**src/rtl/core/ais_pkg.sv**
```systemverilog
// ----------------------------------------------------------------------------
// ais_pkg
// Shared widths, register indexes and stage records for the analog input
// scaling pipeline.
// ----------------------------------------------------------------------------
package ais_pkg;
    localparam int VALUE_WIDTH = 32;
    localparam int FRAC_BITS   = 16;
    localparam int WIDE        = VALUE_WIDTH + 1;     // span / difference width
    localparam int FW          = FRAC_BITS + 1;       // fraction 0..ONE
    localparam int SQ_BITS     = 2 * FRAC_BITS + 2;   // radicand width
    localparam int IDX_WIDTH   = 3;

    localparam logic [IDX_WIDTH-1:0] REG_RAW_LOW   = 3'd0;
    localparam logic [IDX_WIDTH-1:0] REG_RAW_HIGH  = 3'd1;
    localparam logic [IDX_WIDTH-1:0] REG_EU_LOW    = 3'd2;
    localparam logic [IDX_WIDTH-1:0] REG_EU_HIGH   = 3'd3;
    localparam logic [IDX_WIDTH-1:0] REG_ROOT_MODE = 3'd4;

    typedef struct packed {
        logic signed [VALUE_WIDTH-1:0] raw_low;
        logic signed [VALUE_WIDTH-1:0] raw_high;
        logic signed [VALUE_WIDTH-1:0] eu_low;
        logic signed [VALUE_WIDTH-1:0] eu_high;
        logic                          root_mode;
    } cfg_t;

    // Per-transaction control carried down the pipe
    typedef struct packed {
        logic                          zero_span;
        logic                          root_mode;
        logic signed [VALUE_WIDTH-1:0] eu_low;
        logic signed [WIDE-1:0]        eu_span;
    } ctl_t;
endpackage

```
**src/rtl/core/ais_sqrt.sv**
```systemverilog
// ----------------------------------------------------------------------------
// ais_sqrt
// Pipelined integer square root, one result bit per stage; bypass in linear
// mode.
// ----------------------------------------------------------------------------
module ais_sqrt (
    input  logic                      clk,
    input  logic                      rst_n,
    input  logic                      adv,
    input  logic                      in_valid,
    input  logic [ais_pkg::FW-1:0]    in_frac,
    input  ais_pkg::ctl_t             in_ctl,
    output logic                      out_valid,
    output logic [ais_pkg::FW-1:0]    out_frac,
    output ais_pkg::ctl_t             out_ctl
);
    import ais_pkg::*;

    localparam int NS = SQ_BITS / 2;

    logic [SQ_BITS-1:0] v_reg   [NS+1];
    logic [SQ_BITS-1:0] res_reg [NS+1];
    logic [FW-1:0]      lin_reg [NS+1];
    ctl_t               ctl_reg [NS+1];
    logic [NS:0]        vld_reg;

    always_comb
    begin
        v_reg[0]   = SQ_BITS'(in_frac) << FRAC_BITS;
        res_reg[0] = '0;
        lin_reg[0] = in_frac;
        ctl_reg[0] = in_ctl;
        vld_reg[0] = in_valid;
    end

    for (genvar i = 0; i < NS; i++) begin : g_st
        localparam logic [SQ_BITS-1:0] BIT = SQ_BITS'(1) << (SQ_BITS - 2 - 2 * i);
        logic [SQ_BITS-1:0] trial;
        logic               ge;
        assign trial = res_reg[i] + BIT;
        assign ge    = v_reg[i] >= trial;

        always_ff @(posedge clk or negedge rst_n)
        begin
            if (!rst_n)
                vld_reg[i+1] <= 1'b0;
            else if (adv)
                vld_reg[i+1] <= vld_reg[i];
        end

        always_ff @(posedge clk)
        begin
            if (adv)
            begin
                v_reg[i+1]   <= ge ? v_reg[i] - trial : v_reg[i];
                res_reg[i+1] <= ge ? (res_reg[i] >> 1) + BIT : res_reg[i] >> 1;
                lin_reg[i+1] <= lin_reg[i];
                ctl_reg[i+1] <= ctl_reg[i];
            end
        end
    end

    assign out_valid = vld_reg[NS];
    assign out_frac  = ctl_reg[NS].root_mode ? res_reg[NS][FW-1:0] : lin_reg[NS];
    assign out_ctl   = ctl_reg[NS];
endmodule

```
**config.mk**
```make
export PLATFORM = sky130hd
export DESIGN_NAME = ais_sqrt
export DESIGN_NICKNAME = d
export VERILOG_FILES = /design/src/rtl/core/ais_pkg.sv /design/src/rtl/core/ais_sqrt.sv
export SDC_FILE = /design/constraint.sdc
export NUM_CORES = 2
export LEC_CHECK = 0
export ABC_AREA = 1
export BUFFER_PORTS_ARGS = -buffer_cell sky130_fd_sc_hd__buf_4
export CORE_AREA = 3 3 348 350
export DETAILED_ROUTE_END_ITERATION = 7
export DIE_AREA = 0 0 351 353
export GPL_TIMING_DRIVEN = 0
export PLACE_DENSITY = 0.85
export SLEW_MARGIN = 15
export SYNTH_ARGS = -nofsm -noshare
export SYNTH_HDL_FRONTEND = slang
export SYNTH_SLANG_ARGS = --single-unit
```
**constraint.sdc**
```tcl
create_clock -name clk -period 2.9 [get_ports clk]
set_input_delay 0.58 -clock clk [delete_from_list [all_inputs] [get_ports clk]]
set_output_delay 0.58 -clock clk [all_outputs]
set_load 0.005 [all_outputs]
```
==> key figures <==
Clocking
  – Clk_lat worst skew: 0.80 ns
  – CTS root buf: clkbuf_16
  – Worst-case clock buffer depth: 3
  – H-tree Lvls: 4
  – Reg clk slew, reported paths: 0.06 ns
  – CTS tree: yes
  – CTS Buf Count: 176
  – Clk sinks: 1863

Floorplan
  – Top-level port count: 173
  – Initial core utilization: 0.601
  – Die Wd: 351 microns
  – Core ar.: 0.118 sq mm
  – Die area: 0.124 sq mm
  – Row cnt: 126
  – Die Y: 353 microns

Yosys
  – Top-area cell type share of the netlist area: 0.781
  – Synth unique cells: 52
  – Most frequent cells after synthesis: edfxtp_1 (1846), nand2_1 (1022), inv_1 (544), nor2_1 (325), nand3_1 (200)
  – Prevailing post-synth register cell: edfxtp_1
  – Register area share after synthesis: 0.787
  – Post-synth EDFFs: 1846
  – Mean Syn Cell Area: 14.5 sq um
  – Mapped Area: 0.0709 sq mm
  – Synthesized instance count: 4876
  – Cell taking the most area after synthesis: edfxtp_1
  – Yosys warns: 0
  – Most common cell in the netlist: edfxtp_1
  – Synth area leaders: edfxtp_1 (78%), nand2_1 (5.4%), inv_1 (2.9%), ha_1 (2.7%), nor2_1 (1.7%)
  – Async S/R FF share, synth: 0.00913
  – Yosys reg bits: 1863

Layout
  – Area Overhead vs Synth: 14.4%
  – Fraction of final layout cells sized beyond drive strength 1: 0.109
  – Max reg flops: 1072
  – Final #Nets: 5576
  – Fillers: 7583

Setup path
  – Slowest Stage Delay on Critical Path: 0.42 ns
  – Cells along the critical path: inv_1 > ha_1 > inv_1 > fa_1 > inv_1 > nand3_1 > nand2_1 > nand2_1 > nand2_2 > nand2_2 > nand3b_4 > inv_2 > buf_4 > nand2_1 > nand2_1
  – Cell family contributing the most delay on the critical path: simple AND/OR/NAND/NOR gates
  – FF-to-FF Start: res_reg[180]
  – R2R depth: 15
  – CP Capture Type: flop
  – Cell repeated most along the worst path: nand2_1
  – WP data arrival: 3.29 ns
  – Worst EP required: 3.42 ns
  – Endpoint of the worst register-to-register path: v_reg[155]
  – Slowest CP cell: fa_1
  – Buf+Inv Stages, Crit Path: 5
  – Crit start category: flop
  – R2R Setup Slk: 0.13 ns
  – Critical path peak fanout: 11
  – Worst Path Class, Setup: flop to flop

GRT
  – Largest net degree at the start of global routing: 179
  – Via count of the first global-routing pass: 37300
  – Grt total ovfl: 0
  – Gr usage total: 0.223
  – First-pass GRT wire length: 210 mm
  – Initial antenna violation count: 1

Drt
  – WL/cell: 19.4 microns
  – Post-route DRC violation count: 0
  – Vias per std cell: 5.31
  – DRT Pass-1 Iters: 6
  – Via count: 37300
  – Initial drt markers: 3395
  – WL final: 136 mm
  – Post-route antenna net violation count: 0

Power and ir drop
  – Comb power frac: 0.098
  – Psw: 15.0 mW
  – Power per Cell Area: 760 mW/mm^2
  – Leakage: 31.4 nW
  – Cell-internal power: 46.7 mW
  – Reg power frac: 0.540
  – Clock power share: 0.362
  – Net Sw Frac: 0.243
  – Peak supply drop: 585 uV

Timing
  – RSZ-0062 raised after global routing: no
  – Max-slew violations: 0
  – Minimum clock period: 2.77 ns
  – Final setup TNS: 0 ns
  – Tcrit/Tclk final: 0.955
  – Fmax: 0.361 GHz
  – Count of final setup violators: 0
  – Hold_ws: 0.185 ns
  – Worst-margin pin slew: 0.891 ns
  – Final hold vios: 0
  – Max-Slew Margin vs Limit: 0.406
  – Clk_skew: 0.0337 ns

Run
  – Max capacitance violation total: 0

Status
  – Outcome: complete, no violations

Place
  – Port Buffers: 172
  – GP Congestion: 0.858
  – Final HPWL DP: 84.1 mm

Worst hold path
  – Hold Path Class: primary input to asynchronous set/reset pin
-- placed cells by master, fill, tap and decap left out, types with 11 or more instances in the layout --
master,synthesis,routed
edfxtp_1,1846,1846
nand2_1,1022,1020
inv_1,544,543
nor2_1,325,325
buf_4,76,248
nand3_1,200,199
clkbuf_16,0,176
a21oi_1,164,164
ha_1,151,150
o21ai_0,106,106
dlygate4sd3_1,0,86
xor2_1,60,60
nand4_1,55,55
xnor2_1,50,50
clkbuf_1,6,48
nor3_1,44,44
o21ai_1,39,39
clkinv_1,0,35
nand3b_1,28,28
clkinv_2,0,25
mux2_2,18,18
dfrtp_1,17,17
buf_16,0,14
nor4_1,13,13
bufinv_16,0,13
nand2_2,11,12
buf_6,11,11
-- metal layers --
layer,up-vias,track usage,share of wire
met3,332,0.0324,0.045
met4,0,0.0917,0.041
met5,-,0,0
li1,18000,-,-
met2,1146,0.395,0.53
met1,17800,0.276,0.39
-- power groups by stage --
| stage | registers, mW | logic (mW) | clock network, mW |
|---|---|---|---|
| 6_report | 33.3 | 6.04 | 22.3 |
| 5_1_grt | 33.5 | 6.84 | 23.8 |
| 4_1_cts | 33.3 | 6.01 | 22.8 |
| 3_5_place_dp | 33.8 | 5.76 | 0 |
| 3_3_place_gp | 34.4 | 5.60 | 0 |
| 2_1_floorplan | 33.2 | 3.84 | 0 |
-- worst reg2reg max path, stage by stage, from the launching register on --
cell and delay (ns):
edfxtp_1 0.41, inv_1 0.09, ha_1 0.24, inv_1 0.10, fa_1 0.42, inv_1 0.08
nand3_1 0.06, nand2_1 0.15, nand2_1 0.09, nand2_2 0.12, nand2_2 0.10, nand3b_4 0.19
inv_2 0.12, buf_4 0.20, nand2_1 0.07, nand2_1 0.06
-- cell families after synthesis --
group                    Yosys count  synth area share
XOR/XNOR                         110            0.0136
AO/OA/AOI/OAI                    338            0.0250
adder cells (fa/ha/maj)          158            0.0286
other                              1         0.0000529
multiplexers                      18           0.00286
AND/OR/NAND/NOR                 1735             0.103
buffers and inverters            653            0.0399
flip-flops                      1863             0.787
-- worst max path at each step --
stage | startpoint | to | slack (ns) | cells after the start
finish | res_reg[180] | v_reg[155] | 0.13 | 15
global placement | adv | out_ctl[24] | -14.29 | 1
CTS | res_reg[108] | v_reg[82] | 0.05 | 15
floorplan | res_reg[108] | v_reg[84] | 0.67 | 15
global route | res_reg[108] | v_reg[82] | 0.009 | 15
detailed placement | adv | out_ctl[24] | -1.71 | 6
-- repair_timing --
action                                 4_1_cts  5_1_grt
gates resized for setup                      3        5
gates cloned                                 5        0
hold buffers                                86        0
setup endpoints to repair                  481      116
setup buffers                                1        0
endpoints found under the hold margin      102        0
-- stage by stage --
stage	power, mW	setup WS, ns	cells	util	area, sq um
final	61.7	0.131	7010	0.687	81100
after global routing	64.1	0.00851	7008	0.687	81100
after CTS	62.1	0.0495	7008	0.687	81100
after detailed placement	39.5	-1.71	6597	0.631	74500
after global placement	40.0	-14.29	6585	0.628	74200
after floorplan	37.1	0.668	4877	-	70900
-- cell type report --
| cell class | instances | area, sq um | share of cell area |
|---|---|---|---|
| sequential | 1863 | 55900 | 0.688 |
| multi-input combinational | 2361 | 12300 | 0.151 |
| clock buffer | 219 | 4570 | 0.0563 |
| timing repair buffer | 276 | 2670 | 0.0329 |
| inverter | 553 | 2080 | 0.0256 |
| tap | 1536 | 1920 | 0.0237 |
| clock inverter | 101 | 1030 | 0.0127 |
| buffer | 99 | 748 | 0.00922 |
| antenna | 2 | 5.00 | 0.0000617 |
(Power assumes the default switching activity.)
