**src/rtl/core/ais_pkg.sv**
```systemverilog
// ----------------------------------------------------------------------------
// ais_pkg
// Shared widths, register indexes and stage records for the analog input
// scaling pipeline.
// ----------------------------------------------------------------------------
package ais_pkg;
    localparam int VALUE_WIDTH = 32;
    localparam int FRAC_BITS   = 16;
    localparam int WIDE        = VALUE_WIDTH + 1;     // span / difference width
    localparam int FW          = FRAC_BITS + 1;       // fraction 0..ONE
    localparam int SQ_BITS     = 2 * FRAC_BITS + 2;   // radicand width
    localparam int IDX_WIDTH   = 3;

    localparam logic [IDX_WIDTH-1:0] REG_RAW_LOW   = 3'd0;
    localparam logic [IDX_WIDTH-1:0] REG_RAW_HIGH  = 3'd1;
    localparam logic [IDX_WIDTH-1:0] REG_EU_LOW    = 3'd2;
    localparam logic [IDX_WIDTH-1:0] REG_EU_HIGH   = 3'd3;
    localparam logic [IDX_WIDTH-1:0] REG_ROOT_MODE = 3'd4;

    typedef struct packed {
        logic signed [VALUE_WIDTH-1:0] raw_low;
        logic signed [VALUE_WIDTH-1:0] raw_high;
        logic signed [VALUE_WIDTH-1:0] eu_low;
        logic signed [VALUE_WIDTH-1:0] eu_high;
        logic                          root_mode;
    } cfg_t;

    // Per-transaction control carried down the pipe
    typedef struct packed {
        logic                          zero_span;
        logic                          root_mode;
        logic signed [VALUE_WIDTH-1:0] eu_low;
        logic signed [WIDE-1:0]        eu_span;
    } ctl_t;
endpackage

```
**src/rtl/core/ais_div.sv**
```systemverilog
// ----------------------------------------------------------------------------
// ais_div
// Pipelined restoring divider: one quotient bit per stage, FRAC_BITS stages.
// ----------------------------------------------------------------------------
module ais_div (
    input  logic                              clk,
    input  logic                              rst_n,
    input  logic                              adv,
    input  logic                              in_valid,
    input  logic [ais_pkg::WIDE-1:0]          in_rem,
    input  logic [ais_pkg::WIDE-1:0]          in_div,
    input  logic                              in_sat,
    input  ais_pkg::ctl_t                     in_ctl,
    output logic                              out_valid,
    output logic [ais_pkg::FW-1:0]            out_q,
    output ais_pkg::ctl_t                     out_ctl
);
    import ais_pkg::*;

    logic [WIDE:0]      rem_reg  [FRAC_BITS+1];
    logic [WIDE-1:0]    div_reg  [FRAC_BITS+1];
    logic [FRAC_BITS-1:0] q_reg  [FRAC_BITS+1];
    logic               sat_reg  [FRAC_BITS+1];
    ctl_t               ctl_reg  [FRAC_BITS+1];
    logic [FRAC_BITS:0] vld_reg;

    always_comb
    begin
        rem_reg[0] = {1'b0, in_rem};
        div_reg[0] = in_div;
        q_reg[0]   = '0;
        sat_reg[0] = in_sat;
        ctl_reg[0] = in_ctl;
        vld_reg[0] = in_valid;
    end

    for (genvar i = 0; i < FRAC_BITS; i++) begin : g_st
        logic [WIDE:0] sh;
        logic          ge;
        assign sh = {rem_reg[i][WIDE-1:0], 1'b0};
        assign ge = sh >= {1'b0, div_reg[i]};

        always_ff @(posedge clk or negedge rst_n)
        begin
            if (!rst_n)
                vld_reg[i+1] <= 1'b0;
            else if (adv)
                vld_reg[i+1] <= vld_reg[i];
        end

        always_ff @(posedge clk)
        begin
            if (adv)
            begin
                rem_reg[i+1] <= ge ? sh - {1'b0, div_reg[i]} : sh;
                q_reg[i+1]   <= {q_reg[i][FRAC_BITS-2:0], ge};
                div_reg[i+1] <= div_reg[i];
                sat_reg[i+1] <= sat_reg[i];
                ctl_reg[i+1] <= ctl_reg[i];
            end
        end
    end

    assign out_valid = vld_reg[FRAC_BITS];
    assign out_q     = sat_reg[FRAC_BITS] ? FW'(1) << FRAC_BITS
                                          : {1'b0, q_reg[FRAC_BITS]};
    assign out_ctl   = ctl_reg[FRAC_BITS];
endmodule

```
**config.mk**
```make
export PLATFORM = sky130hd
export DESIGN_NAME = ais_div
export DESIGN_NICKNAME = d
export VERILOG_FILES = /design/src/rtl/core/ais_pkg.sv /design/src/rtl/core/ais_div.sv
export SDC_FILE = /design/constraint.sdc
export NUM_CORES = 2
export LEC_CHECK = 0
export ABC_CLOCK_PERIOD_IN_PS = 6300
export BUFFER_PORTS_ARGS = -buffer_cell sky130_fd_sc_hd__buf_2
export CAP_MARGIN = 10
export CORE_MARGIN = 3
export CORE_UTILIZATION = 40
export DETAILED_ROUTE_END_ITERATION = 10
export SYNTH_ARGS = -nofsm -noshare
export SYNTH_HDL_FRONTEND = slang
export SYNTH_SLANG_ARGS = --single-unit
export TNS_END_PERCENT = 50
```
**constraint.sdc**
```tcl
create_clock -name clk -period 6.3 [get_ports clk]
set_input_delay 0.63 -clock clk [delete_from_list [all_inputs] [get_ports clk]]
set_output_delay 0.63 -clock clk [all_outputs]
set_load 0.01 [all_outputs]
```
==> impl_results.md <==
- Num CTS Buffers: ~240
- DRT antenna net count: 0
- Synth cell types: between 80 and 90
- Critical path class: flip-flop to flip-flop
- Port bufs: 222
- Met1 Use GR: 0.165
- CP endpoint: g_st[8].sh[32]
- GR Util All Layers: 0.139
- CTS H-tree depth: 4
- Sw Share: 0.320
- Fmax: 0.230 GHz
- Synth top area share: 0.661
- Crit path max-delay family: compound AO/OA/AOI/OAI gates
- Pleak: 44.0 nW
- Critical Path AT: between 4 and 5 ns
- Post-synthesis instance total: 7278
- TritonCTS clock tree: built
- Reg2Reg Setup Slack: 1.95 ns
- Clk network pwr share: 0.257
- Yosys warnings: 0
- Sequential power share: 0.399
- Die ar.: 258000 µm²
- Gr busiest metal: met2
- Worst setup EP type: flip-flop
- Combinational share of power: 0.343
- Syn Nets: 7958
- P_sw: 0.0169 W
- Min Tclk post-route: around 4.3 ns
- Critical path launch point type: flip-flop
- CP cell instances: inv_1, ha_1, nor2b_1, o21ai_0, a21boi_0, o41ai_1, a21oi_1, or2_2, o41ai_1, o21ai_0, xnor2_1, o21ai_0
- Total I/O pin count: 223
- RR Startpoint: div_reg[298]
- Tcrit/Tclk final: 0.690
- DRT Wirelength: between 150000 and 200000 µm
- Largest register FFs: 1005
- CP most frequent cell: o21ai_0
- Grt ovf: 0
- Synth-to-layout area growth: 13.7%
- Final hold vios: 0
- Routing usage on met2: 0.242
- EDFF count, synth: 2214
- Main combinational cell family by area after synthesis: compound AO/OA/AOI/OAI gates
- Fin. max-slew vios: 0
- Post-CTS Hold Buffers: 119
- Most common flop cell mapped by yosys: edfxtp_1
- Pre-Repair DR Iteration Count: 6
- Fin Hold WS: 0.107 ns
- Vias in the first global route: 57200
- Clock Skew: 0.0746 ns
- Buf+Inv Stages, Crit Path: 1
- DR iter-0 viols: 3400
- Sequential share of the synthesized area: 0.665
- CTS max path bufs: 3
- Gp weighted congestion: 0.880
- Area contributors post-synth: edfxtp_1, ha_1, mux2_2, a21oi_1, inv_1
- Max_cap viols: 0
- # resized after CTS: 0
- Synth Area in XOR/XNOR: 0.0370
- Outcome: finished clean
- Proportion of layout cells with a drive suffix above 1: 0.117
- Synth Area in Compound Gates: 0.102
- DPL Wire Length: 127000 µm
- Largest net degree at the start of global routing: approximately 170
- Max-slew headroom: 0.201
- Reg2Reg Capture Point: g_st[8].sh[32]
- Vias: 56000
- Post-CTS Setup Repair Bufs: 0
- Worst hold path type: input port to flip-flop
- Core Area: 249000 µm²
- Utilization after layout: 0.459
- Pwr Density: 462 nW/µm²
- Worst-path maximum fanout: 4
- Clock sink count: about 2200
- Worst-margin pin slew: 1.18 ns
- Setup TNS Final: 0 ns
- Root Buffer: clkbuf_16
- Crit path launch: div_reg[298]
- Maximum VDD drop: 0.317 mV
- Area leader, netlist: edfxtp_1
- Required time of the critical path: 6.88 ns
- Die H: 508 µm
- Post-Syn Area per Cell: 13.8 µm²
- Internal power: 0.0359 W
- Synthesis-stage register bit count: around 2200
- Hold Path Depth: 2
- Initial core utilization: 0.404
- Final setup viols: 0
- Fraction of the mapped netlist area in simple logic gates: 0.0611
- Multiplexer area fraction after synthesis: 0.0310
- CP Depth: 12
- Met3 GRT Util: 0.0246
- Vias per cell: 5.00
- Area of the mapped netlist: 101000 µm²
- DR WL/cell: roughly 16 µm
- Reg clk slew, reported paths: 0.06 ns
- Async S/R FF share, synth: 0.00717
- Die Width: 508 µm
- Initial antenna violation count: 1
- Number of core rows: between 150 and 200
- FF-to-FF path depth: 12
- Drc violations: 0
- Clock Latency Late Sink: 0.89 ns
- CP peak stage delay: a little under 1 ns
- Crit-path slowest cell: o41ai_1
- Post-synthesis adder-cell area fraction: 0.0685
- RSZ-0062 raised after global routing: false
- Nets: 8350
- First-pass GRT wire length: ~290000 µm
-- final cells by class --
type	count	area, µm²
well taps	3330	4170
inverters	646	2420
clock buffers	272	6080
multi-input cells	4173	30300
flip-flops and latches	2230	66900
diodes	4	10.0
repair buffers	383	2860
clock inverters	162	1730
fillers	21600	135000
-- worst reg2reg max path, stage by stage (launching register included) --
cell	delay (ns)
edfxtp_1	0.39
inv_1	0.06
ha_1	0.31
nor2b_1	0.13
o21ai_0	0.24
a21boi_0	0.23
o41ai_1	0.99
a21oi_1	0.20
or2_2	0.35
o41ai_1	0.70
o21ai_0	0.25
xnor2_1	0.17
o21ai_0	0.08
-- power by group through the flow --
| stage | clock network [W] | registers, W | logic [W] |
|---|---|---|---|
| 4_1_cts | 0.0141 | 0.0211 | 0.0181 |
| 3_5_place_dp | 0 | 0.0214 | 0.0179 |
| 5_1_grt | 0.0148 | 0.0214 | 0.0202 |
| 6_report | 0.0136 | 0.0211 | 0.0181 |
| 3_3_place_gp | 0 | 0.0214 | 0.0175 |
| 2_1_floorplan | 0 | 0.0209 | 0.0140 |
-- worst min-delay path by stage --
stage,slack [ns],start,endpoint
after floorplan,0.33,rst_n,out_valid
after global placement,0.40,ctl_reg[595],ctl_reg[528]
after detailed placement,0.40,ctl_reg[172],ctl_reg[105]
after CTS,0.002,in_rem[7],g_st[1].sh[9]
after global routing,0.03,in_rem[16],g_st[1].sh[18]
final,0.11,in_rem[21],g_st[1].sh[23]
-- layout by cell type (no fill, tap or decap), types with 85 or more instances in the layout --
| cell type | netlist | layout |
|---|---|---|
| a21o_1 | 229 | 229 |
| a21oi_1 | 521 | 521 |
| buf_2 | 28 | 221 |
| clkbuf_16 | 0 | 236 |
| dlygate4sd3_1 | 0 | 119 |
| edfxtp_1 | 2214 | 2214 |
| ha_1 | 527 | 527 |
| inv_1 | 645 | 645 |
| mux2_2 | 237 | 237 |
| nand2_1 | 379 | 378 |
| nand3_1 | 95 | 95 |
| nor2_1 | 357 | 357 |
| nor2b_1 | 85 | 85 |
| o21ai_0 | 371 | 371 |
| xnor2_1 | 275 | 275 |
| xor2_1 | 150 | 150 |
-- synth_stat cells (all sizes together) (126+ instances only) --
library cell,instances
edfxtp,2214
inv,646
ha,527
a21oi,522
nand2,380
o21ai,376
nor2,357
xnor2,275
mux2,260
a21o,229
xor2,150
clkbuf,126
-- per-layer routing --
metal / up-vias / share of wire / routed length, µm
met5: - / 0 / 0
met4: 0 / 0.049 / 8970
met3: 509 / 0.038 / 6820
met2: 1243 / 0.49 / 89700
met1: 26500 / 0.42 / 76300
li1: 27800 / - / -
-- cells by family (layout without fill, tap and decap cells) --
kind of cell	count (synthesis)	in the layout
AND/OR/NAND/NOR	1293	1293
AO/OA/AOI/OAI	1641	1641
other	0	4
flip-flops	2230	2230
adder cells (fa/ha/maj)	542	542
buffers and inverters	875	1463
XOR/XNOR	425	425
multiplexers	272	272
-- per-stage QoR --
stage / total power, W / cells / area [µm²] / setup slack (ns)
finish: 0.0529 / 11200 / 114000 / 1.95
global route: 0.0564 / 11200 / 114000 / 1.60
CTS: 0.0533 / 11200 / 114000 / 1.95
detailed placement: 0.0393 / 10600 / 105000 / 1.97
global placement: 0.0389 / 10600 / 105000 / 1.93
floorplan: 0.0349 / 7278 / 101000 / 2.79
Power figures use the tool's default switching activity.
